$ cat config.mk
export PLATFORM = sky130hd
export DESIGN_NAME = size_aware_batch_splitter_unit
export DESIGN_NICKNAME = d
export VERILOG_FILES = /design/src/rtl/sabs_pkg.sv /design/src/rtl/size_aware_batch_splitter_unit.sv
export SDC_FILE = /design/constraint.sdc
export NUM_CORES = 2
export LEC_CHECK = 0
export BUFFER_PORTS_ARGS = -buffer_cell sky130_fd_sc_hd__buf_2
export CAP_MARGIN = 10
export CORE_ASPECT_RATIO = 1.4
export CORE_MARGIN = 1.5
export CORE_UTILIZATION = 30
export DETAILED_ROUTE_END_ITERATION = 7
export PLACE_DENSITY_LB_ADDON = 0.1
export SYNTH_ARGS = -nofsm -noshare
export SYNTH_HDL_FRONTEND = slang
export SYNTH_SLANG_ARGS = --single-unit
$ cat constraint.sdc
create_clock -name i_clk -period 11.95 [get_ports i_clk]
set_input_delay 0.5975 -clock i_clk [delete_from_list [all_inputs] [get_ports i_clk]]
set_output_delay 0.5975 -clock i_clk [all_outputs]
set_load 0.02 [all_outputs]
$ cat src/rtl/sabs_pkg.sv
// Package for the size-aware batch splitter: widths, constants, register
// indexes and the divide-by-five helper. No dependencies.
`timescale 1ns / 1ps

package sabs_pkg;

    // Field widths.
    localparam int LEN_W   = 24;
    localparam int CNT_W   = 16;
    localparam int ROW_W   = 25;
    localparam int BYTES_W = 31;
    localparam int MB_W    = 11;
    localparam int IDX_W   = 3;
    localparam int DATA_W  = 16;

    // Row estimate constants: base overhead, encryption overhead, MiB shift.
    localparam logic [ROW_W:0]   ROW_BASE  = (ROW_W + 1)'(909);
    localparam logic [LEN_W-1:0] ENC_EXTRA = LEN_W'(200);
    localparam int               MIB_SHIFT = 20;
    localparam logic [ROW_W-1:0] ROW_MAX   = '1;

    // floor(x/5) for x below 2^25: x*ceil(2^26/5) >> 26 is exact in that range.
    localparam logic [23:0] DIV5_MUL   = 24'd13421773;
    localparam int          DIV5_SHIFT = 26;

    // Configuration register indexes.
    typedef enum logic [IDX_W-1:0] {
        CFG_SIZE_MODE  = 3'd0,
        CFG_ENCRYPT_ON = 3'd1,
        CFG_TARGET_MB  = 3'd2,
        CFG_MAX_MB     = 3'd3,
        CFG_MIN_MSGS   = 3'd4,
        CFG_MAX_MSGS   = 3'd5,
        CFG_CHUNK_MSGS = 3'd6
    } t_cfg_idx;

    // Divide a value below 2^25 by five with one multiply.
    function automatic logic [22:0] div5(input logic [24:0] x);
        logic [48:0] prod;
        prod = {24'b0, x} * {25'b0, DIV5_MUL};
        return prod[48:DIV5_SHIFT];
    endfunction

endpackage

$ cat src/rtl/size_aware_batch_splitter_unit.sv
// Top level of the size-aware batch splitter: row size pipeline, batch decision
// and result register. Depends on sabs_pkg.
`timescale 1ns / 1ps

// Stages: input register, encryption overhead, base size, row size, decision
// and result register. Throughput: one word per cycle while the result side
// does not stall; the running byte sum and count update in the single cycle
// that moves a word from the row stage into the result register.
// Reset (i_rst_n low at a clock edge) empties the pipeline, clears the byte sum
// and count, and loads the configuration registers with their defaults.
module size_aware_batch_splitter_unit
    import sabs_pkg::*;
(
    input  logic               i_clk,
    input  logic               i_rst_n,
    // Input channel.
    input  logic               i_valid,
    output logic               o_stall,
    input  logic [LEN_W-1:0]   i_payload_len,
    input  logic               i_last_item,
    // Configuration write channel.
    input  logic               i_cfg_valid,
    output logic               o_cfg_ready,
    input  logic [IDX_W-1:0]   i_cfg_index,
    input  logic [DATA_W-1:0]  i_cfg_data,
    // Result channel.
    output logic               o_valid,
    input  logic               i_stall,
    output logic               o_prev_closed,
    output logic [CNT_W-1:0]   o_prev_count,
    output logic [BYTES_W-1:0] o_prev_bytes,
    output logic               o_final_closed,
    output logic [CNT_W-1:0]   o_final_count,
    output logic [BYTES_W-1:0] o_final_bytes,
    output logic [ROW_W-1:0]   o_row_bytes
);

    // Configuration registers.
    logic             r_size_mode;
    logic             r_encrypt_on;
    logic [MB_W-1:0]  r_target_mb;
    logic [MB_W-1:0]  r_max_mb;
    logic [CNT_W-1:0] r_min_msgs;
    logic [CNT_W-1:0] r_max_msgs;
    logic [CNT_W-1:0] r_chunk_msgs;

    assign o_cfg_ready = 1'b1;

    always_ff @(posedge i_clk) begin
        if (!i_rst_n) begin
            r_size_mode  <= 1'b1;
            r_encrypt_on <= 1'b0;
            r_target_mb  <= MB_W'(4);
            r_max_mb     <= MB_W'(8);
            r_min_msgs   <= CNT_W'(100);
            r_max_msgs   <= CNT_W'(10000);
            r_chunk_msgs <= CNT_W'(1000);
        end else if (i_cfg_valid && o_cfg_ready) begin
            unique case (t_cfg_idx'(i_cfg_index))
                CFG_SIZE_MODE:  r_size_mode  <= i_cfg_data[0];
                CFG_ENCRYPT_ON: r_encrypt_on <= i_cfg_data[0];
                CFG_TARGET_MB:  r_target_mb  <= i_cfg_data[MB_W-1:0];
                CFG_MAX_MB:     r_max_mb     <= i_cfg_data[MB_W-1:0];
                CFG_MIN_MSGS:   r_min_msgs   <= i_cfg_data[CNT_W-1:0];
                CFG_MAX_MSGS:   r_max_msgs   <= i_cfg_data[CNT_W-1:0];
                CFG_CHUNK_MSGS: r_chunk_msgs <= i_cfg_data[CNT_W-1:0];
                default: begin
                end
            endcase
        end
    end

    // Pipeline occupancy and per-stage load enables.
    logic r_v1, r_v2, r_v3, r_v4, r_out_valid;
    logic rdy_out, rdy4, rdy3, rdy2, rdy1;

    assign rdy_out = !r_out_valid || !i_stall;
    assign rdy4    = !r_v4 || rdy_out;
    assign rdy3    = !r_v3 || rdy4;
    assign rdy2    = !r_v2 || rdy3;
    assign rdy1    = !r_v1 || rdy2;
    assign o_stall = !rdy1;

    always_ff @(posedge i_clk) begin
        if (!i_rst_n) begin
            r_v1        <= 1'b0;
            r_v2        <= 1'b0;
            r_v3        <= 1'b0;
            r_v4        <= 1'b0;
            r_out_valid <= 1'b0;
        end else begin
            if (rdy1)    r_v1        <= i_valid;
            if (rdy2)    r_v2        <= r_v1;
            if (rdy3)    r_v3        <= r_v2;
            if (rdy4)    r_v4        <= r_v3;
            if (rdy_out) r_out_valid <= r_v4;
        end
    end

    // Stage 1: input register.
    logic [LEN_W-1:0] r_len1;
    logic             r_last1;

    always_ff @(posedge i_clk) begin
        if (rdy1) begin
            r_len1  <= i_payload_len;
            r_last1 <= i_last_item;
        end
    end

    // Stage 2: encryption overhead, floor(len*7/20) + 200 when enabled.
    logic [LEN_W+2:0] len_x7;
    logic [22:0]      enc_q;
    logic [LEN_W-1:0] n_enc;
    logic [LEN_W-1:0] r_len2;
    logic [LEN_W-1:0] r_enc2;
    logic             r_last2;

    assign len_x7 = {r_len1, 3'b0} - {3'b0, r_len1};
    assign enc_q  = div5(len_x7[LEN_W+2:2]);
    assign n_enc  = r_encrypt_on ? (LEN_W'(enc_q) + ENC_EXTRA) : '0;

    always_ff @(posedge i_clk) begin
        if (rdy2) begin
            r_len2  <= r_len1;
            r_enc2  <= n_enc;
            r_last2 <= r_last1;
        end
    end

    // Stage 3: base size, 909 plus length plus overhead.
    logic [ROW_W:0] n_base;
    logic [ROW_W:0] r_base3;
    logic           r_last3;

    assign n_base = ROW_BASE + {2'b0, r_len2} + {2'b0, r_enc2};

    always_ff @(posedge i_clk) begin
        if (rdy3) begin
            r_base3 <= n_base;
            r_last3 <= r_last2;
        end
    end

    // Stage 4: add a tenth of the base and saturate.
    logic [22:0]      tenth;
    logic [ROW_W+1:0] row_full;
    logic [ROW_W-1:0] n_row;
    logic [ROW_W-1:0] r_row4;
    logic             r_last4;

    assign tenth    = div5(r_base3[ROW_W:1]);
    assign row_full = {1'b0, r_base3} + (ROW_W + 2)'(tenth);
    assign n_row    = (row_full > (ROW_W + 2)'(ROW_MAX)) ? ROW_MAX : row_full[ROW_W-1:0];

    always_ff @(posedge i_clk) begin
        if (rdy4) begin
            r_row4  <= n_row;
            r_last4 <= r_last3;
        end
    end

    // Batch state: running byte sum and message count.
    logic [BYTES_W-1:0] r_acc_bytes;
    logic [CNT_W-1:0]   r_msg_count;

    // Close decision for the open batch before this word joins it.
    logic [BYTES_W:0]   sum_chk;
    logic [BYTES_W:0]   max_lim;
    logic [BYTES_W-1:0] tgt_lim;
    logic               over_max;
    logic               size_close;
    logic               close;
    logic [BYTES_W-1:0] keep_acc;
    logic [CNT_W-1:0]   keep_cnt;
    logic [BYTES_W:0]   join_sum;
    logic [BYTES_W-1:0] join_acc;
    logic [CNT_W-1:0]   join_cnt;
    logic               step;

    assign sum_chk  = {1'b0, r_acc_bytes} + (BYTES_W + 1)'(r_row4);
    assign max_lim  = {1'b0, r_max_mb, MIB_SHIFT'(0)};
    assign tgt_lim  = {r_target_mb, MIB_SHIFT'(0)};
    assign over_max = sum_chk > max_lim;

    assign size_close = over_max || (r_msg_count >= r_max_msgs)
                     || ((r_acc_bytes >= tgt_lim) && (r_msg_count >= r_min_msgs));

    assign close = (r_msg_count != '0)
                && ((&r_msg_count)
                    || (r_size_mode ? size_close : (r_msg_count >= r_chunk_msgs)));

    // The word joins the batch left after a possible close.
    assign keep_acc = close ? '0 : r_acc_bytes;
    assign keep_cnt = close ? '0 : r_msg_count;
    assign join_sum = {1'b0, keep_acc} + (BYTES_W + 1)'(r_row4);
    assign join_acc = join_sum[BYTES_W] ? '1 : join_sum[BYTES_W-1:0];
    assign join_cnt = (&keep_cnt) ? keep_cnt : keep_cnt + CNT_W'(1);

    assign step = r_v4 && rdy_out;

    always_ff @(posedge i_clk) begin
        if (!i_rst_n) begin
            r_acc_bytes <= '0;
            r_msg_count <= '0;
        end else if (step) begin
            r_acc_bytes <= r_last4 ? '0 : join_acc;
            r_msg_count <= r_last4 ? '0 : join_cnt;
        end
    end

    // Result register.
    logic               r_prev_closed;
    logic [CNT_W-1:0]   r_prev_count;
    logic [BYTES_W-1:0] r_prev_bytes;
    logic               r_final_closed;
    logic [CNT_W-1:0]   r_final_count;
    logic [BYTES_W-1:0] r_final_bytes;
    logic [ROW_W-1:0]   r_row_bytes;

    always_ff @(posedge i_clk) begin
        if (rdy_out) begin
            r_prev_closed  <= close;
            r_prev_count   <= close ? r_msg_count : '0;
            r_prev_bytes   <= close ? r_acc_bytes : '0;
            r_final_closed <= r_last4;
            r_final_count  <= r_last4 ? join_cnt : '0;
            r_final_bytes  <= r_last4 ? join_acc : '0;
            r_row_bytes    <= r_row4;
        end
    end

    assign o_valid        = r_out_valid;
    assign o_prev_closed  = r_prev_closed;
    assign o_prev_count   = r_prev_count;
    assign o_prev_bytes   = r_prev_bytes;
    assign o_final_closed = r_final_closed;
    assign o_final_count  = r_final_count;
    assign o_final_bytes  = r_final_bytes;
    assign o_row_bytes    = r_row_bytes;

endmodule

==> summary.md <==
| Metric | Value |
|---|---|
| Top cells by area, synth | `fa_1 (22%), ha_1 (22%), edfxtp_1 (17%)` |
| Initial Utilization | `30.2%` |
| # IOs | `173` |
| RSZ-0062 raised after global routing | `false` |
| Period minus WS final | `10.98 ns` |
| Critical path type | `reg2reg` |
| Post-CTS Resized | `0` |
| Least-Margin Pin Slew | `1.17 ns` |
| Status | `completed` |
| Synth warn | `0` |
| Synth top area share | `between 20% and 30%` |
| Final worst path period share | `91.9%` |
| Mapped cell area | `roughly 43000 µm²` |
| Layout cells sized above 1 | `8.38%` |
| Syn avg cell area | `10.1 µm²` |
| CTS Sinks | `372` |
| Post-CTS Setup Inserts | `0` |
| TNS Setup | `0 ns` |
| Worst setup EP type | `flop` |
| First-pass GRT wire length | `190000 µm` |
| Routed len/inst | `about 19 µm` |
| Max cap viols | `0` |
| Max-slew headroom | `22.0%` |
| CP Buf/Inv Count | `9` |
| Skew-Pair Late Insertion Delay | `around 0.64 ns` |
| Commonest cells in the synthesized netlist | `inv_1 (914), ha_1 (744), fa_1 (466)` |
| Die Wd | `323 µm` |
| Largest net degree at the start of global routing | `87` |
| Filler cells | `14700` |
| Bufs on Longest Clock Path | `3` |
| Row count | `164` |
| Chip Height | `451 µm` |
| Initial drt markers | `1117` |
| Hpwl dp | `105000 µm` |
| Final Hold Fails | `0` |
| Crit-path max FO | `6` |
| Critical Path AT | `11.36 ns` |
| Final setup viols | `0` |
| Post-Route WL | `124000 µm` |
| Nets | `5757` |
| Total GRT Usage | `around 17%` |
| Clock skew | `0.0304 ns` |
| CTS tree | `built` |
| H-tree Lvls | `2` |
| Worst path slowest cell | `fa_1` |
| Startpoint Class | `flop` |
| Drt first pass iters | `5` |
| Die area | `146000 µm²` |
| Seq cells post-synth | `between 300 and 400` |
| Top-count cell post-synth | `inv_1` |
| Synth cell types | `109` |
| Final RePlAce weighted congestion | `~0.87` |
| Clock root cell | `clkbuf_16` |
| Multi-input combinational cell area | `29400 µm²` |
| Grt ovf | `0` |
| Area growth from synthesis to layout | `11.7%` |
| Cell taking the most area after synthesis | `fa_1` |
| Port buffer count | `171` |
| Post-Syn Nets | `5545` |
| CP top delay family | `adder cells` |
| Number of global-route vias before repair | `32000` |
| Required time of the critical path | `about 12 ns` |
| EDFF count, synth | `248` |
| HP Class | `in2reg` |
| Cts hold-fix bufs | `0` |
| Main synth FF type | `edfxtp_1` |
| Clock edge transition at the registers on the reported setup and hold paths | `around 0.06 ns` |
| Cells after Synth | `approximately 4300` |
| Async set-reset flop share out of synthesis | `0%` |
| Number of vias per cell | `4.64` |
| Post-route DRC | `0` |
| CP max stage delay | `roughly 0.52 ns` |
| CORE AREA | `~140000 µm²` |
| Storage cell area | `9930 µm²` |
| Worst path most repeated cell | `inv_1` |
| CTS buffer count | `44` |
| FMAX | `0.0911 GHz` |
| Initial antenna violation count | `11` |
| Seq/Total Area, Yosys | `23.1%` |
| Via count | `29900` |
| Post-DRT Antenna Nets | `0` |
| Final Slew Violations | `0` |
[metal layers]
metal / GRT usage [%] / part of all wire, %
met4: 5.67 / 3.5
met5: 0 / 0
met2: 33.9 / 55
met3: 1.56 / 2.4
met1: 18.8 / 39
[logic make-up after synthesis]
family | count (synthesis) | synth area share [%]
xor gates and xnor gates | 166 | 3.38
adders and majority gates | 1210 | 43.3
DFF | 372 | 23.1
muxes | 15 | 0.357
and+or+nand+nor | 836 | 9.82
AOI/OAI and AO/OA | 695 | 11.4
buffers and inverters | 991 | 8.74
other | 1 | 0.00871
[area by class of cell]
type | instances | share of cell area [%]
diodes | 2 | 0.0104
clock buffers | 59 | 2.49
clock inverters | 22 | 0.668
inverters | 917 | 7.18
multi-input cells | 2923 | 61.2
flip-flops and latches | 372 | 20.6
well taps | 1909 | 4.96
repair buffers | 240 | 2.86
[worst reg2reg max path, delay by kind of cell, from the launching register on]
kind,cells,cell delay [ns]
simple gates,9,1.96
buf+inv,9,0.76
xor+xnor,1,0.08
fa+ha+maj,10,4.10
flops,1,0.48
compound gates,15,3.34
[flip-flops by register name, indices dropped and copies added (netlist names), 11 cells and up]
signal         flops
r_chunk_msgs      16
o_row_bytes       25
r_base3           26
r_row4            25
r_len1            24
r_min_msgs        16
o_prev_count      16
r_target_mb       11
r_len2            24
r_max_msgs        16
r_msg_count       16
o_prev_bytes      31
o_final_count     16
r_max_mb          11
r_enc2            24
o_final_bytes     31
r_acc_bytes       31
[final timing paths]
check / slack (ns) / endpoint / cells after the start / startpoint
max reg2reg: 0.97 / r_enc2[17]$_SDFFCE_PN0P_ / 44 / r_len1[0]$_DFFE_PN_
min reg2reg: 0.42 / r_last3$_DFFE_PP_ / 0 / r_last2$_DFFE_PP_
max: 0.97 / r_enc2[17]$_SDFFCE_PN0P_ / 44 / r_len1[0]$_DFFE_PN_
min: 0.14 / r_len1[15]$_DFFE_PN_ / 1 / i_payload_len[15]
[cell usage in the layout, fill, tap and decap left out, types with 9 or more instances in the layout]
cell type,Yosys,final
a221o_1,26,26
a21oi_1,144,144
a31oi_1,21,20
a21o_1,82,82
a21boi_0,62,62
nand2_1,256,254
a211oi_1,24,24
nor2_1,156,152
ha_1,744,744
or3_1,20,20
buf_4,2,69
and2_1,101,101
xor2_1,43,43
and3_1,32,32
edfxtp_1,248,248
nand3_1,60,60
inv_1,914,914
dfxtp_1,124,124
clkbuf_1,55,11
o31ai_1,14,14
o211ai_1,29,29
buf_2,10,171
nand4_1,18,18
a31o_2,9,9
nor2b_1,30,30
nand2b_1,30,30
nor3_1,57,56
o21a_1,74,74
xnor2_1,123,121
o21bai_1,19,19
o21ai_0,91,91
nor4_1,13,13
clkbuf_16,0,44
fa_1,466,466
mux2i_1,12,12
[stage by stage]
stage	utilization [%]	area (µm²)	hold WS [ns]	setup WS, ns	instances
final	33.7	48100	0.141	0.970	6444
after global routing	33.7	48100	0.0928	0.0490	6442
after CTS	33.7	48100	0.0787	0.712	6442
after detailed placement	32.6	46600	0.412	0.729	6361
after global placement	32.6	46600	0.406	0.748	6361
after floorplan	-	43100	0.400	1.63	4286
Power is left out: the tool's default activity adds up to more than one toggle a clock period on the data nets, which glitch-free logic cannot reach.
